## src/rtl/core/tssg_pkg.sv

```systemverilog
// ----------------------------------------------------------------------------
// tssg_pkg
// Shared types and constants for the triangle span generator.
// ----------------------------------------------------------------------------
package tssg_pkg;

  // Row coordinate width inside a tile
  localparam int YW = 6;

  typedef logic [YW-1:0] row_t;

  // Vertex rows after sorting
  typedef struct packed {
    row_t top;
    row_t mid;
    row_t bot;
  } rows_t;

  // Status of the triangle queue between front and back
  typedef struct packed {
    logic full;
    logic empty;
  } q_stat_t;

endpackage

```

## src/rtl/core/triangle_scanline_span_generator.sv

```systemverilog
// A triangle's first span follows its edge divisions and an init step.
// Each triangle is paced by the one-bit-per-cycle edge dividers, then by
// one span per cycle while the output register is free or popped.
// A two-entry triangle queue lets new input in while spans drain.
// Reset (rst, synchronous) empties the queue and output; no clearing pass.
// ----------------------------------------------------------------------------
// triangle_scanline_span_generator
// Splits a triangle into one horizontal span per row, top to bottom.
// ----------------------------------------------------------------------------
module triangle_scanline_span_generator #(
  parameter int TILE_ROWS = 64,
  parameter int X_BITS    = 10
) (
  input  logic                     clk,
  input  logic                     rst,
  input  logic                     push,
  output logic                     full,
  input  logic [X_BITS-1:0]        first_x,
  input  logic [tssg_pkg::YW-1:0]  first_y,
  input  logic [X_BITS-1:0]        second_x,
  input  logic [tssg_pkg::YW-1:0]  second_y,
  input  logic [X_BITS-1:0]        third_x,
  input  logic [tssg_pkg::YW-1:0]  third_y,
  output logic                     empty,
  input  logic                     pop,
  output logic [tssg_pkg::YW-1:0]  span_row,
  output logic [X_BITS-1:0]        span_left,
  output logic [X_BITS-1:0]        span_right,
  output logic                     span_last
);

  localparam int QW = 3 * X_BITS + $bits(tssg_pkg::rows_t);

  tssg_pkg::q_stat_t       q_stat;
  logic                    q_push;
  logic                    q_pop;
  logic [2:0][X_BITS-1:0]  f_xs;
  tssg_pkg::rows_t         f_rows;
  logic [2:0][X_BITS-1:0]  b_xs;
  tssg_pkg::rows_t         b_rows;
  logic [QW-1:0]           q_dout;

  // Sort and classify
  tssg_front #(.TILE_ROWS(TILE_ROWS), .X_BITS(X_BITS)) u_front (
    .push     (push),
    .full     (full),
    .first_x  (first_x),
    .first_y  (first_y),
    .second_x (second_x),
    .second_y (second_y),
    .third_x  (third_x),
    .third_y  (third_y),
    .q_stat   (q_stat),
    .q_push   (q_push),
    .q_xs     (f_xs),
    .q_rows   (f_rows)
  );

  // Triangle queue
  tssg_fifo #(.W(QW)) u_fifo (
    .clk  (clk),
    .rst  (rst),
    .wr   (q_push),
    .din  ({f_xs, f_rows}),
    .rd   (q_pop),
    .dout (q_dout),
    .stat (q_stat)
  );

  assign {b_xs, b_rows} = q_dout;

  // Span engine
  tssg_back #(.X_BITS(X_BITS)) u_back (
    .clk        (clk),
    .rst        (rst),
    .q_stat     (q_stat),
    .q_xs       (b_xs),
    .q_rows     (b_rows),
    .q_pop      (q_pop),
    .empty      (empty),
    .pop        (pop),
    .span_row   (span_row),
    .span_left  (span_left),
    .span_right (span_right),
    .span_last  (span_last)
  );

endmodule

```

## src/rtl/core/tssg_front.sv

```systemverilog
// ----------------------------------------------------------------------------
// tssg_front
// Input side: clamps rows, sorts the vertices by row and queues triangles
// with nonzero height. Flat triangles are accepted and dropped here.
// ----------------------------------------------------------------------------
module tssg_front #(
  parameter int TILE_ROWS = 64,
  parameter int X_BITS    = 10
) (
  input  logic                            push,
  output logic                            full,
  input  logic [X_BITS-1:0]               first_x,
  input  logic [tssg_pkg::YW-1:0]         first_y,
  input  logic [X_BITS-1:0]               second_x,
  input  logic [tssg_pkg::YW-1:0]         second_y,
  input  logic [X_BITS-1:0]               third_x,
  input  logic [tssg_pkg::YW-1:0]         third_y,
  input  tssg_pkg::q_stat_t               q_stat,
  output logic                            q_push,
  output logic [2:0][X_BITS-1:0]          q_xs,
  output tssg_pkg::rows_t                 q_rows
);

  localparam tssg_pkg::row_t ROW_SAT = tssg_pkg::row_t'(TILE_ROWS - 1);

  logic [2:0][X_BITS-1:0]   xs;
  tssg_pkg::row_t [2:0]     ys;

  function automatic tssg_pkg::row_t clamp_row(input tssg_pkg::row_t y);
    clamp_row = (int'(y) > TILE_ROWS - 1) ? ROW_SAT : y;
  endfunction

  // Three compare-and-swap stages; swap only on strictly greater
  always_comb begin
    logic [X_BITS-1:0] tx;
    tssg_pkg::row_t    ty;
    tx    = '0;
    ty    = '0;
    xs[0] = first_x;
    xs[1] = second_x;
    xs[2] = third_x;
    ys[0] = clamp_row(first_y);
    ys[1] = clamp_row(second_y);
    ys[2] = clamp_row(third_y);
    if (ys[0] > ys[1]) begin
      tx = xs[0]; ty = ys[0];
      xs[0] = xs[1]; ys[0] = ys[1];
      xs[1] = tx; ys[1] = ty;
    end
    if (ys[1] > ys[2]) begin
      tx = xs[1]; ty = ys[1];
      xs[1] = xs[2]; ys[1] = ys[2];
      xs[2] = tx; ys[2] = ty;
    end
    if (ys[0] > ys[1]) begin
      tx = xs[0]; ty = ys[0];
      xs[0] = xs[1]; ys[0] = ys[1];
      xs[1] = tx; ys[1] = ty;
    end
  end

  // Queue write: zero-height triangles produce no spans
  assign full        = q_stat.full;
  assign q_push      = push && !q_stat.full && (ys[2] != ys[0]);
  assign q_xs        = xs;
  assign q_rows.top  = ys[0];
  assign q_rows.mid  = ys[1];
  assign q_rows.bot  = ys[2];

endmodule

```

## src/rtl/core/tssg_fifo.sv

```systemverilog
// ----------------------------------------------------------------------------
// tssg_fifo
// Two-entry queue of sorted triangles between front and back.
// ----------------------------------------------------------------------------
module tssg_fifo #(
  parameter int W = 48
) (
  input  logic              clk,
  input  logic              rst,
  input  logic              wr,
  input  logic [W-1:0]      din,
  input  logic              rd,
  output logic [W-1:0]      dout,
  output tssg_pkg::q_stat_t stat
);

  logic [W-1:0] mem [2];
  logic         wptr;
  logic         rptr;
  logic [1:0]   count;

  // Storage
  always_ff @(posedge clk) begin
    if (wr) begin
      mem[wptr] <= din;
    end
  end

  // Pointers and fill level
  always_ff @(posedge clk) begin
    if (rst) begin
      wptr  <= 1'b0;
      rptr  <= 1'b0;
      count <= 2'd0;
    end else begin
      if (wr) wptr <= ~wptr;
      if (rd) rptr <= ~rptr;
      count <= count + {1'b0, wr} - {1'b0, rd};
    end
  end

  assign dout       = mem[rptr];
  assign stat.full  = count[1];
  assign stat.empty = (count == 2'd0);

endmodule

```

## src/rtl/core/tssg_back.sv

```systemverilog
// ----------------------------------------------------------------------------
// tssg_back
// Span engine: divides each edge delta by its height (three restoring
// lanes, one bit per cycle), then walks the rows with exact integer DDA
// steps and drives one span per cycle, while the output register is free or popped.
// ----------------------------------------------------------------------------
module tssg_back #(
  parameter int X_BITS = 10
) (
  input  logic                     clk,
  input  logic                     rst,
  input  tssg_pkg::q_stat_t        q_stat,
  input  logic [2:0][X_BITS-1:0]   q_xs,
  input  tssg_pkg::rows_t          q_rows,
  output logic                     q_pop,
  output logic                     empty,
  input  logic                     pop,
  output logic [tssg_pkg::YW-1:0]  span_row,
  output logic [X_BITS-1:0]        span_left,
  output logic [X_BITS-1:0]        span_right,
  output logic                     span_last
);

  localparam int YW = tssg_pkg::YW;
  localparam int CW = $clog2(X_BITS + 1);

  typedef enum logic [3:0] {
    S_IDLE = 4'b0001,
    S_DIV  = 4'b0010,
    S_INIT = 4'b0100,
    S_RUN  = 4'b1000
  } state_t;

  state_t                    state;
  state_t                    state_next;
  logic [2:0][X_BITS-1:0]    xs;
  tssg_pkg::row_t            ytop;
  tssg_pkg::row_t [2:0]      hgt;      // long, upper, lower
  logic [2:0]                neg;
  logic [2:0][X_BITS-1:0]    quo;
  tssg_pkg::row_t [2:0]      rem;
  logic [2:0][X_BITS-1:0]    quo_next;
  tssg_pkg::row_t [2:0]      rem_next;
  logic [CW-1:0]             cnt;
  logic [2:0][X_BITS-1:0]    stp;      // floor(dx / h), mod 2^X_BITS
  tssg_pkg::row_t [2:0]      srem;     // dx mod h
  logic [X_BITS-1:0]         long_q;
  tssg_pkg::row_t            long_r;
  logic [X_BITS-1:0]         short_q;
  tssg_pkg::row_t            short_r;
  tssg_pkg::row_t            idx;
  logic                      out_valid;
  logic                      adv;
  logic                      last;
  logic                      second;
  logic [X_BITS+YW-1:0]      long_nx;
  logic [X_BITS+YW-1:0]      up_nx;
  logic [X_BITS+YW-1:0]      lo_nx;

  // One DDA step: q += s, r += sr, carry into q when r reaches h
  function automatic logic [X_BITS+YW-1:0] edge_step(
    input logic [X_BITS-1:0] q,
    input tssg_pkg::row_t    r,
    input logic [X_BITS-1:0] s,
    input tssg_pkg::row_t    sr,
    input tssg_pkg::row_t    h
  );
    logic [YW:0] sum;
    sum = {1'b0, r} + {1'b0, sr};
    if (sum >= {1'b0, h}) begin
      edge_step = {q + s + X_BITS'(1), YW'(sum - {1'b0, h})};
    end else begin
      edge_step = {q + s, sum[YW-1:0]};
    end
  endfunction

  // Restoring divider step for each lane
  always_comb begin
    logic [YW:0] rsh;
    for (int l = 0; l < 3; l++) begin
      rsh = {rem[l], quo[l][X_BITS-1]};
      if (rsh >= {1'b0, hgt[l]}) begin
        rem_next[l] = YW'(rsh - {1'b0, hgt[l]});
        quo_next[l] = {quo[l][X_BITS-2:0], 1'b1};
      end else begin
        rem_next[l] = rsh[YW-1:0];
        quo_next[l] = {quo[l][X_BITS-2:0], 1'b0};
      end
    end
  end

  // Row walk control
  assign adv     = (state == S_RUN) && (!out_valid || pop);
  assign last    = (tssg_pkg::row_t'(idx + 1'b1) == hgt[0]);
  assign second  = (idx > hgt[1]) || (hgt[1] == '0);
  assign q_pop   = (state == S_IDLE) && !q_stat.empty;
  assign long_nx = edge_step(long_q, long_r, stp[0], srem[0], hgt[0]);
  assign up_nx   = edge_step(short_q, short_r, stp[1], srem[1], hgt[1]);
  assign lo_nx   = edge_step(short_q, short_r, stp[2], srem[2], hgt[2]);

  always_comb begin
    state_next = state;
    case (state)
      S_IDLE: if (q_pop) state_next = S_DIV;
      S_DIV:  if (cnt == CW'(1)) state_next = S_INIT;
      S_INIT: state_next = S_RUN;
      S_RUN:  if (adv && last) state_next = S_IDLE;
      default: state_next = S_IDLE;
    endcase
  end

  always_ff @(posedge clk) begin
    if (rst) begin
      state     <= S_IDLE;
      out_valid <= 1'b0;
    end else begin
      state <= state_next;
      if (adv) begin
        out_valid <= 1'b1;
      end else if (pop) begin
        out_valid <= 1'b0;
      end
    end
  end

  // Datapath
  always_ff @(posedge clk) begin
    case (state)
      S_IDLE: begin
        if (q_pop) begin
          xs     <= q_xs;
          ytop   <= q_rows.top;
          hgt[0] <= q_rows.bot - q_rows.top;
          hgt[1] <= q_rows.mid - q_rows.top;
          hgt[2] <= q_rows.bot - q_rows.mid;
          neg[0] <= q_xs[2] < q_xs[0];
          neg[1] <= q_xs[1] < q_xs[0];
          neg[2] <= q_xs[2] < q_xs[1];
          quo[0] <= (q_xs[2] < q_xs[0]) ? q_xs[0] - q_xs[2] : q_xs[2] - q_xs[0];
          quo[1] <= (q_xs[1] < q_xs[0]) ? q_xs[0] - q_xs[1] : q_xs[1] - q_xs[0];
          quo[2] <= (q_xs[2] < q_xs[1]) ? q_xs[1] - q_xs[2] : q_xs[2] - q_xs[1];
          rem    <= '0;
          cnt    <= CW'(X_BITS);
        end
      end
      S_DIV: begin
        quo <= quo_next;
        rem <= rem_next;
        cnt <= cnt - CW'(1);
      end
      S_INIT: begin
        // Turn |dx| div h into floor division of the signed delta
        for (int l = 0; l < 3; l++) begin
          if (neg[l] && (rem[l] != '0)) begin
            stp[l]  <= ~quo[l];
            srem[l] <= hgt[l] - rem[l];
          end else if (neg[l]) begin
            stp[l]  <= ~quo[l] + X_BITS'(1);
            srem[l] <= '0;
          end else begin
            stp[l]  <= quo[l];
            srem[l] <= rem[l];
          end
        end
        long_q  <= xs[0];
        long_r  <= '0;
        short_q <= (hgt[1] == '0) ? xs[1] : xs[0];
        short_r <= '0;
        idx     <= '0;
      end
      S_RUN: begin
        if (adv) begin
          span_row   <= ytop + idx;
          span_left  <= (long_q < short_q) ? long_q : short_q;
          span_right <= (long_q < short_q) ? short_q : long_q;
          span_last  <= last;
          {long_q, long_r} <= long_nx;
          if (second) begin
            {short_q, short_r} <= lo_nx;
          end else if (idx == hgt[1]) begin
            // Middle vertex reached: restart on the lower edge at k = 1
            short_q <= xs[1] + stp[2];
            short_r <= srem[2];
          end else begin
            {short_q, short_r} <= up_nx;
          end
          idx <= idx + 1'b1;
        end
      end
      default: begin
      end
    endcase
  end

  assign empty = !out_valid;

endmodule

```

## config.mk

```make
export PLATFORM = sky130hd
export DESIGN_NAME = triangle_scanline_span_generator
export DESIGN_NICKNAME = d
export VERILOG_FILES = /design/src/rtl/core/tssg_pkg.sv /design/src/rtl/core/triangle_scanline_span_generator.sv /design/src/rtl/core/tssg_front.sv /design/src/rtl/core/tssg_fifo.sv /design/src/rtl/core/tssg_back.sv
export SDC_FILE = /design/constraint.sdc
export NUM_CORES = 1
export LEC_CHECK = 0
export BUFFER_PORTS_ARGS = -buffer_cell sky130_fd_sc_hd__buf_2
export CORE_MARGIN = 2
export CORE_UTILIZATION = 30
export DETAILED_ROUTE_END_ITERATION = 10
export PLACE_DENSITY = 0.54
export SLEW_MARGIN = 20
export SYNTH_ARGS = -nofsm -noshare
export SYNTH_HDL_FRONTEND = slang
export SYNTH_SLANG_ARGS = --single-unit
```

## constraint.sdc

```tcl
create_clock -name clk -period 13.5 [get_ports clk]
set_input_delay 2.025 -clock clk [delete_from_list [all_inputs] [get_ports clk]]
set_output_delay 2.025 -clock clk [all_outputs]
set_load 0.1 [all_outputs]
```

==> qor.yml, run 1 <==
die:
  ios: 81
  rows: 101
  fp.dieH_um: 280
  fp.dieArea_mm2: 0.0783
  core_area_mm2: 0.0757
  start_util_pct: 30.2
  dieWidth_um: 280
cts:
  holdBufCountCts: 0
  cts_tree: "built"
  cts_buffers: 40
  htreeDepth: 2
  cts_resized: 0
  cts_sinks: 318
  clkLatencyLatePin_ns: 0.58
  clk_path_buf_depth: 3
  cts_setup_buffers: 0
  cts_root_buffer: "clkbuf_16"
  path_clk_slew_ns: 0.05
hold_path:
  min_path_type: "reg2reg"
  hold_depth: 2
status:
  outcome: "finished, final reports clean"
power:
  pwr-share-seq_pct: 28.7
  p_sw_share_pct: 42.5
  vdd_ir_drop_max_mv: 0.121
  p_leak_nw: 10.5
  pwr-share-clk_pct: 17.7
  p_per_area_mw_per_mm2: 244
  p_switching_mw: 2.66
  p_int_mw: 3.61
  combinationalPowerShare_pct: 53.7
grt:
  grt_max_degree: 60
  grt_pass1_vias: 16782
  grt_overflow: 0
  grt_pass1_wl_um: 94700
  grt_usage_pct: 15.5
  antenna_found_initial: 1
layout:
  drive_gt1_share_pct: 10.1
  antennaDiodeCount: 0
  finish.cell_count_without_fillers: 3321
  synthToLayoutAreaGrowth_pct: 12.7
  fill_cells: 7566
  finalNetCount: 2615
  layout_commonest_cell: "edfxtp_1"
  final_cell_mix: "edfxtp_1 (308), ha_1 (223), nor2_1 (200), inv_1 (193), a21oi_1 (169)"
detailed_routing:
  detail_route.wl_per_cell_um: 18.3
  drtAntennaViolNets: 0
  wl_um: 60800
  viasPerCell: 5.08
  num_vias: 16864
  dr.first_iter.drc_count: 1235
  first_pass_iters: 5
  post-route-drc-count: 0
synth:
  syn_inst: 2244
  synth_fp_nets: 2545
  synthArstFlopShare_pct: 0
  synth_top_area_share_pct: 40.5
  yosys-top-cells-area: "edfxtp_1 (41%), ha_1 (12%), xnor2_1 (5.4%)"
  synth_area_mm2: 0.0228
  post_synth.cell_area_avg_um2: 10.2
  synth_edf_count: 308
  synth-seq-cells: 318
  yosysSeqAreaShare_pct: 41.4
  synth.largest_area_cell: "edfxtp_1"
  ys_types: 79
  yosys_warnings: 0
  synth_flop_cell: "edfxtp_1"
critical_path:
  cp_slowest_stage_delay_ns: 0.79
  path_common_cell: "ha_1"
  ff2ff_setup_slack_ns: 7.96
  critPathMaxFanout: 33
  crit_required_ns: 13.93
  endpoint_kind: "flip-flop"
  crit_slowest_cell: "o311ai_1"
  arrival_ns: 9.43
  start_kind: "input pin"
  crit_type: "in2reg"
  worstRegToRegCells: 16
sta:
  maxSlewViolCount: 0
  fmax_ghz: 0.111
  hold_viol_final: 0
  setup_viol: 0
  clock_skew_ns: 0.0312
  finalSetupTns_ns: 0
  fin_crit_sh_pct: 66.6
  rsz0062_at_grt: "no"
  relSlewSlack_pct: 21.3
  fin_crit_ns: 9.00
  tightest_slew_ns: 1.18
place:
  place_inst: 3250
  numPortBuffers: 80
  dpl.hpwl_um: 47300
  gp_congestion: 0.878
flow_run:
  maxCapViolCount: 0
## synthesized netlist by cell type, drive strengths merged, types with 6 or more instances
cell / instances
a2111oi: 7
a211oi: 27
a21boi: 9
a21o: 65
a21oi: 172
a31oi: 21
and2: 6
and3: 18
buf: 15
clkbuf: 56
dfxtp: 10
edfxtp: 308
fa: 26
ha: 223
inv: 193
mux2: 35
mux2i: 92
nand2: 147
nand2b: 26
nand3: 33
nand3b: 11
nand4: 12
nor2: 203
nor2b: 30
nor3: 22
o211ai: 9
o21ai: 119
o21bai: 13
o22ai: 37
o31ai: 14
or2: 8
xnor2: 142
xor2: 54
## worst paths after layout
| kind | end | startpoint |
|---|---|---|
| setup / recovery | u_fifo.count[1]$_SDFF_PP0_ | second_y[4] |
| hold / removal | u_fifo.rptr$_SDFFE_PP0P_ | u_fifo.rptr$_SDFFE_PP0P_ |
| setup reg to reg | u_back.quo[18]$_DFFE_PP_ | flip-flop |
| hold reg to reg | u_fifo.rptr$_SDFFE_PP0P_ | u_fifo.rptr$_SDFFE_PP0P_ |
## state kept, by name, indices dropped and copies added (netlist names), 2 cells and up, named ones only
signal,flops
u_back.stp,30
u_back.ytop,6
u_fifo.count,2
u_fifo.mem,96
u_back.xs,20
u_back.neg,3
u_back.rem,18
u_back.idx,6
u_back.state,4
u_back.long_q,10
u_back.short_r,6
u_back.quo,30
u_back.span_right,10
u_back.hgt,18
u_back.cnt,4
u_back.span_left,10
u_back.span_row,6
u_back.srem,18
u_back.short_q,10
u_back.long_r,6
## cell type report
| cell class | instances | area, um^2 | share of cell area [%] |
|---|---|---|---|
| flip-flops and latches | 318 | 9450 | 36.7 |
| inverters | 193 | 724 | 2.82 |
| clock buffers | 45 | 1020 | 3.96 |
| clock inverters | 26 | 342 | 1.33 |
| repair buffers | 99 | 543 | 2.11 |
| multi-input cells | 1662 | 12400 | 48.3 |
| well taps | 978 | 1220 | 4.75 |
## worst max-delay path, delay by kind of cell
kind                       cells  cell delay (ns)
adders and majority gates      5             1.62
AOI/OAI and AO/OA             10             3.24
buffers and inverters          6             0.96
xor gates and xnor gates       2             0.29
muxes                          1             0.40
and+or+nand+nor                5             0.88
## power by group through the flow
stage                     logic [mW]  clock network, mW  registers, mW
final                           3.37               1.11           1.80
after global routing            3.77               1.18           1.83
after CTS                       3.36               1.14           1.80
after detailed placement        3.34                  0           1.82
after global placement          3.26                  0           1.81
after floorplan                 2.53                  0           1.72
## per-layer routing
layer,wire [um],GRT usage (%)
met5,0,0
met4,1540,4.52
met3,2540,1.93
met2,28100,25.7
met1,28600,21.0
## stage by stage
step           total power, mW  hold WS (ns)  cell area (um^2)  utilization (%)  setup WS, ns
2_1_floorplan             4.25         0.481             22800                -          3.39
3_3_place_gp              5.07         0.496             24400             32.2          3.99
3_5_place_dp              5.16         0.506             24400             32.2          3.96
4_1_cts                   6.30         0.522             25700             34.0          4.54
5_1_grt                   6.78         0.574             25700             34.0          3.96
6_report                  6.28         0.511             25700             34.0          4.50
## kinds of logic after synthesis
group / after synthesis / share of synthesized area, %
fa+ha+maj: 249 / 14.5
compound gates: 544 / 15.1
flops: 318 / 41.4
buf+inv: 264 / 4.52
simple gates: 546 / 11.1
mux: 127 / 5.83
xor+xnor: 196 / 7.55
No activity file was read; power rests on OpenSTA's default activity.
==> run 2: changes to the inputs <==
- PLACE_DENSITY: 0.54 -> 0.55
- clock period: 13.5 -> 7.65 ns (I/O delays scaled with it)
==> run 2 against run 1 <==
Clock power is 65% higher. Utilization is 0.16 points higher. Register-to-register slack lost 5.7 ns. Die area is the same. Design area up 0.46%. Count of clock-buffer cells in the layout did not move. Via count is 0.16% lower. Routed wire length fell by 1.4%. Global-route usage decreased by 0.27 points. Setup slack worse by 3.7 ns.
==> qor.yml, run 2 (synthesis gave the netlist of run 1 again) <==
die:
  fp.dieH_um: 280
  ios: 81
  dieWidth_um: 280
  start_util_pct: 30.2
  rows: 101
  core_area_mm2: 0.0757
  fp.dieArea_mm2: 0.0783
cts:
  path_clk_slew_ns: 0.06
  clkLatencyLatePin_ns: 0.57
  cts_setup_buffers: 0
  cts_root_buffer: "clkbuf_16"
  cts_tree: "built"
  cts_buffers: 39
  cts_sinks: 318
  cts_resized: 0
  htreeDepth: 2
  clk_path_buf_depth: 3
  holdBufCountCts: 0
hold_path:
  hold_path_end: "u_fifo.rptr$_SDFFE_PP0P_"
  min_from: "u_fifo.rptr$_SDFFE_PP0P_"
  min_path_type: "reg2reg"
  hold_depth: 2
critical_path:
  cp_slowest_stage_delay_ns: 0.35
  start_kind: "input pin"
  crit_required_ns: 8.08
  critPathMaxFanout: 16
  endpoint_kind: "flip-flop"
  worstRegToRegCells: 16
  rr_endpoint: "u_back.quo[18]$_DFFE_PP_"
  crit_type: "in2reg"
  ff2ff_setup_slack_ns: 2.24
  crit_slowest_cell: "ha_1"
  path_common_cell: "ha_1"
  arrival_ns: 7.29
grt:
  grt_max_degree: 60
  met1_usage_pct: 20.6
  grt_pass1_wl_um: 94200
  grtUsageMet3_pct: 2.01
  grt_pass1_vias: 16889
  grt_overflow: 0
  grt_use_met2_pct: 25.6
  grt-busiest-layer: "met2"
  grt_usage_pct: 15.2
  antenna_found_initial: 0
sta:
  setup_viol: 0
  maxSlewViolCount: 0
  finalSetupTns_ns: 0
  fmax_ghz: 0.146
  fin_crit_ns: 6.87
  fin_crit_sh_pct: 89.7
  timing.final.ws_setup_ns: 0.785
  tightest_slew_ns: 1.03
  clock_skew_ns: 0.0204
  relSlewSlack_pct: 31.3
  rsz0062_at_grt: "no"
  hold_ws_ns: 0.514
  hold_viol_final: 0
layout:
  seq_area_mm2: 0.00945
  largest_register_ffs: 96
  multiInputGateArea_mm2: 0.0124
  layout_commonest_cell: "edfxtp_1"
  final_cell_mix: "edfxtp_1 (308), ha_1 (223), nor2_1 (200), inv_1 (193), a21oi_1 (170)"
  drive_gt1_share_pct: 10.8
  finalNetCount: 2637
  fill_cells: 7537
  synthToLayoutAreaGrowth_pct: 13.2
  design_area_mm2: 0.0259
  reg_top3: "u_fifo.mem: 96 flops, u_back.quo: 30 flops, u_back.stp: 30 flops"
  antennaDiodeCount: 0
  final_core_util_pct: 34.2
  top_register: "u_fifo.mem"
detailed_routing:
  post-route-drc-count: 0
  detail_route.wl_per_cell_um: 17.9
  dr.first_iter.drc_count: 1129
  drtAntennaViolNets: 0
  first_pass_iters: 5
  num_vias: 16837
  wl_um: 59900
  viasPerCell: 5.03
status:
  outcome: "finished, final reports clean"
place:
  dp_slack_ns: 0.269
  gp_congestion: 0.895
  place_area_mm2: 0.0246
  numPortBuffers: 80
  dpl.hpwl_um: 47000
power:
  p_per_area_mw_per_mm2: 423
  vdd_ir_drop_max_mv: 0.235
  p_leak_nw: 10.6
flow_run:
  maxCapViolCount: 0
-- run 2: layout make-up --
type                    instances  share of cell area (%)
repair buffers                122                    2.91
inverters                     193                    2.80
flip-flops and latches        318                    36.6
clock buffers                  45                    4.03
clock inverters                26                   0.842
well taps                     978                    4.73
multi-input cells            1662                    48.1
-- run 2: worst max-delay path by stage --
stage                           start                    endpoint  slack, ns  cells after the start
after detailed placement  second_y[4]  u_fifo.count[1]$_SDFF_PP0_       0.27                     30
after global routing      second_y[4]  u_fifo.count[1]$_SDFF_PP0_       0.41                     30
after floorplan           second_y[2]  u_fifo.mem[0][0]$_DFFE_PP_       0.02                     29
after global placement    second_y[4]  u_fifo.count[1]$_SDFF_PP0_       0.39                     30
final                     second_y[4]  u_fifo.count[1]$_SDFF_PP0_       0.78                     30
after CTS                 second_y[4]  u_fifo.count[1]$_SDFF_PP0_       0.86                     30
-- run 2: routing by layer --
layer,vias up,wire length [um]
li1,8299,-
met1,8099,28600
met2,363,27800
met3,76,2270
met4,0,1270
met5,-,0
-- run 2: per-stage QoR --
stage	instances	power, mW
2_1_floorplan	2244	7.51
3_3_place_gp	3272	8.97
3_5_place_dp	3273	9.12
4_1_cts	3344	11.0
5_1_grt	3344	11.9
6_report	3344	10.9
-- run 2: power breakdown --
part / total [mW] / internal (mW) / leakage (nW) / switching (mW)
Clock: 1.83 / 1.08 / 0.612 / 0.747
Combinational: 5.91 / 2.43 / 7.04 / 3.49
Sequential: 3.20 / 2.78 / 2.94 / 0.415
-- run 2: worst max-delay path, delay by kind of cell --
kind	cells	cell delay, ns
xor gates and xnor gates	2	0.27
and+or+nand+nor	5	0.93
AOI/OAI and AO/OA	12	2.66
adders and majority gates	5	1.35
buffers and inverters	6	0.90
==> run 3: changes to the inputs <==
- ABC_AREA: unset -> 1
==> run 3 against run 2 <==
Total power increased by 4.4%. Synthesized cell count rose by 13%. Setup slack gained 0.51 ns. Utilization decreased by 0.16 points. Critical path depth grew 3. Flip-flop and latch count is the same. Synthesized area down 1.1%. Routed wire length is 6.2% lower. Die area fell by 1.1%. Register-to-register slack gained 0.69 ns. Worst hold slack worse by 0.064 ns. Critical path type unchanged.
==> qor.yml, run 3 <==
place:
  gp_congestion: 0.875
  dpl.hpwl_um: 43600
  place_inst: 3545
  numPortBuffers: 80
die:
  core_area_mm2: 0.0744
  start_util_pct: 30.3
  dieWidth_um: 278
  ios: 81
  rows: 100
  fp.dieH_um: 278
  fp.dieArea_mm2: 0.0775
detailed_routing:
  post-route-drc-count: 0
  first_pass_iters: 7
  dr.first_iter.drc_count: 1238
  num_vias: 17023
  detail_route.wl_per_cell_um: 15.6
  drtAntennaViolNets: 0
  wl_um: 56200
  viasPerCell: 4.71
critical_path:
  crit_type: "in2reg"
  critPathMaxFanout: 43
  path_common_cell: "nand2_1"
  start_kind: "input pin"
  cp_slowest_stage_delay_ns: 0.43
  endpoint_kind: "flip-flop"
  crit_slowest_cell: "nand2_4"
  crit_required_ns: 8.13
  arrival_ns: 6.83
synth:
  yosys-top-cells-area: "edfxtp_1 (41%), ha_1 (12%), nand2_1 (6.9%)"
  synth_most_common_cell: "nand2_1"
  synth-seq-cells: 318
  synth_xor_area_share_pct: 6.09
  synth_top_family_by_area: "adder cells"
  synth_flop_cell: "edfxtp_1"
  yosysSeqAreaShare_pct: 41.8
  synth.largest_area_cell: "edfxtp_1"
  synthArstFlopShare_pct: 0
  synth_top_area_share_pct: 41.0
  yosys.area_share.simple_pct: 14.6
  synth_edf_count: 308
  ys_types: 56
  synth_area_mm2: 0.0226
  synth_fa_ha_area_share_pct: 14.7
  post_synth.cell_area_avg_um2: 8.89
  synthTopCellsByCount: "nand2_1 (418), inv_1 (380), edfxtp_1 (308), o21ai_0 (260), ha_1 (223)"
  yosys_warnings: 0
  syn_inst: 2541
  synth_compound_area_share_pct: 13.7
  synth_fp_nets: 2842
  synthMuxAreaShare_pct: 1.55
grt:
  antenna_found_initial: 0
  grt_pass1_wl_um: 89100
  grt_usage_pct: 14.4
  grt_max_degree: 70
  grt_overflow: 0
  grt_pass1_vias: 16201
layout:
  top_register: "u_fifo.mem"
  fill_cells: 7618
  largest_register_ffs: 96
  multiInputGateArea_mm2: 0.0115
  seq_area_mm2: 0.00945
  finish.cell_count_without_fillers: 3613
  drive_gt1_share_pct: 7.83
  finalNetCount: 2918
  antennaDiodeCount: 0
  layout_commonest_cell: "nand2_1"
  final_cell_mix: "nand2_1 (417), inv_1 (379), edfxtp_1 (308), o21ai_0 (259), ha_1 (223)"
  reg_top3: "u_fifo.mem: 96 flops, u_back.quo: 30 flops, u_back.stp: 30 flops"
  synthToLayoutAreaGrowth_pct: 12.0
status:
  outcome: "finished, final reports clean"
cts:
  cts_tree: "built"
  cts_buffers: 39
  cts_sinks: 318
  clkLatencyLatePin_ns: 0.55
  clk_path_buf_depth: 3
  cts_root_buffer: "clkbuf_16"
  holdBufCountCts: 0
  cts_setup_buffers: 0
  path_clk_slew_ns: 0.05
  cts_resized: 0
  htreeDepth: 2
flow_run:
  maxCapViolCount: 0
power:
  p_per_area_mw_per_mm2: 451
  vdd_ir_drop_max_mv: 0.216
  total_power_mw: 11.4
  p_leak_nw: 11.1
  p_sw_share_pct: 46.3
  pwr-share-clk_pct: 15.1
  p_int_mw: 6.13
  pwr-share-seq_pct: 29.2
  p_switching_mw: 5.29
  combinationalPowerShare_pct: 55.7
sta:
  clock_skew_ns: 0.0171
  finalSetupTns_ns: 0
  setup_viol: 0
  maxSlewViolCount: 0
  fin_crit_sh_pct: 83.0
  tightest_slew_ns: 1.08
  rsz0062_at_grt: "no"
  fmax_ghz: 0.157
  fin_crit_ns: 6.35
  relSlewSlack_pct: 27.3
  hold_viol_final: 0
hold_path:
  min_path_type: "reg2reg"
## run 3: changes by cell type after synthesis, sizes merged, moves of 41 or more
cell	change
nand3	+80
mux2i	-65
a21o	-55
inv	+189
xor2	+51
nand2	+284
xnor2	-90
nor2	-41
o21ai	+145
## run 3: layout make-up
cell class                 count  share of cell area, %
clock inverter                20                  0.529
inverter                     385                   5.71
tap                          969                   4.79
sequential                   318                   37.3
clock buffer                  48                   4.07
timing repair buffer          99                   2.20
multi-input combinational   1774                   45.4
## run 3: cell families (layout without fill, tap and decap cells)
kind of cell / Yosys count / in the layout
AND/OR/NAND/NOR: 770 / 770
XOR/XNOR: 157 / 157
multiplexers: 34 / 34
flip-flops: 318 / 318
adder cells (fa/ha/maj): 249 / 249
buffers and inverters: 449 / 552
AO/OA/AOI/OAI: 564 / 564
## run 3: power by group through the flow
stage                     clock network (mW)  logic (mW)  registers (mW)
after floorplan                            0        4.70            3.20
after global placement                     0        6.29            3.36
after detailed placement                   0        6.31            3.36
after CTS                               1.77        6.35            3.32
after global routing                    1.83        7.26            3.38
final                                   1.72        6.36            3.33
## run 3: worst max-delay path: cells and delay by family
kind | cells | cell delay [ns]
and+or+nand+nor | 17 | 2.52
adders and majority gates | 5 | 1.37
AOI/OAI and AO/OA | 6 | 1.26
xor gates and xnor gates | 1 | 0.17
buffers and inverters | 4 | 0.32
## run 3: layer usage
layer / vias to the layer above / wire, um / global-route usage (%)
met5: - / 0 / 0
met4: 0 / 917 / 3.19
met3: 53 / 2470 / 1.68
met2: 369 / 24800 / 23.0
met1: 7796 / 28000 / 21.0
li1: 8805 / - / -
## run 3: through the flow
step                worst slack [ns]  area (um^2)  hold slack [ns]  utilization [%]
floorplan                      0.408        22600            0.425                -
global placement               0.755        24100            0.432             32.4
detailed placement             0.687        24100            0.447             32.4
CTS                             1.26        25300            0.456             34.0
global route                   0.614        25300            0.473             34.0
finish                          1.30        25300            0.450             34.0
## run 3: path summary, 6_finish.rpt
kind                                                from                    endpoint  slack [ns]  cells after the start
worst min register to register  u_fifo.rptr$_SDFFE_PP0P_                   flip-flop        0.45                      1
worst max register to register                 flip-flop    u_back.quo[27]$_DFFE_PP_        2.93                     14
worst min-delay path            u_fifo.rptr$_SDFFE_PP0P_                   flip-flop        0.45                      1
worst max-delay path                          first_y[5]  u_fifo.count[1]$_SDFF_PP0_        1.30                     33
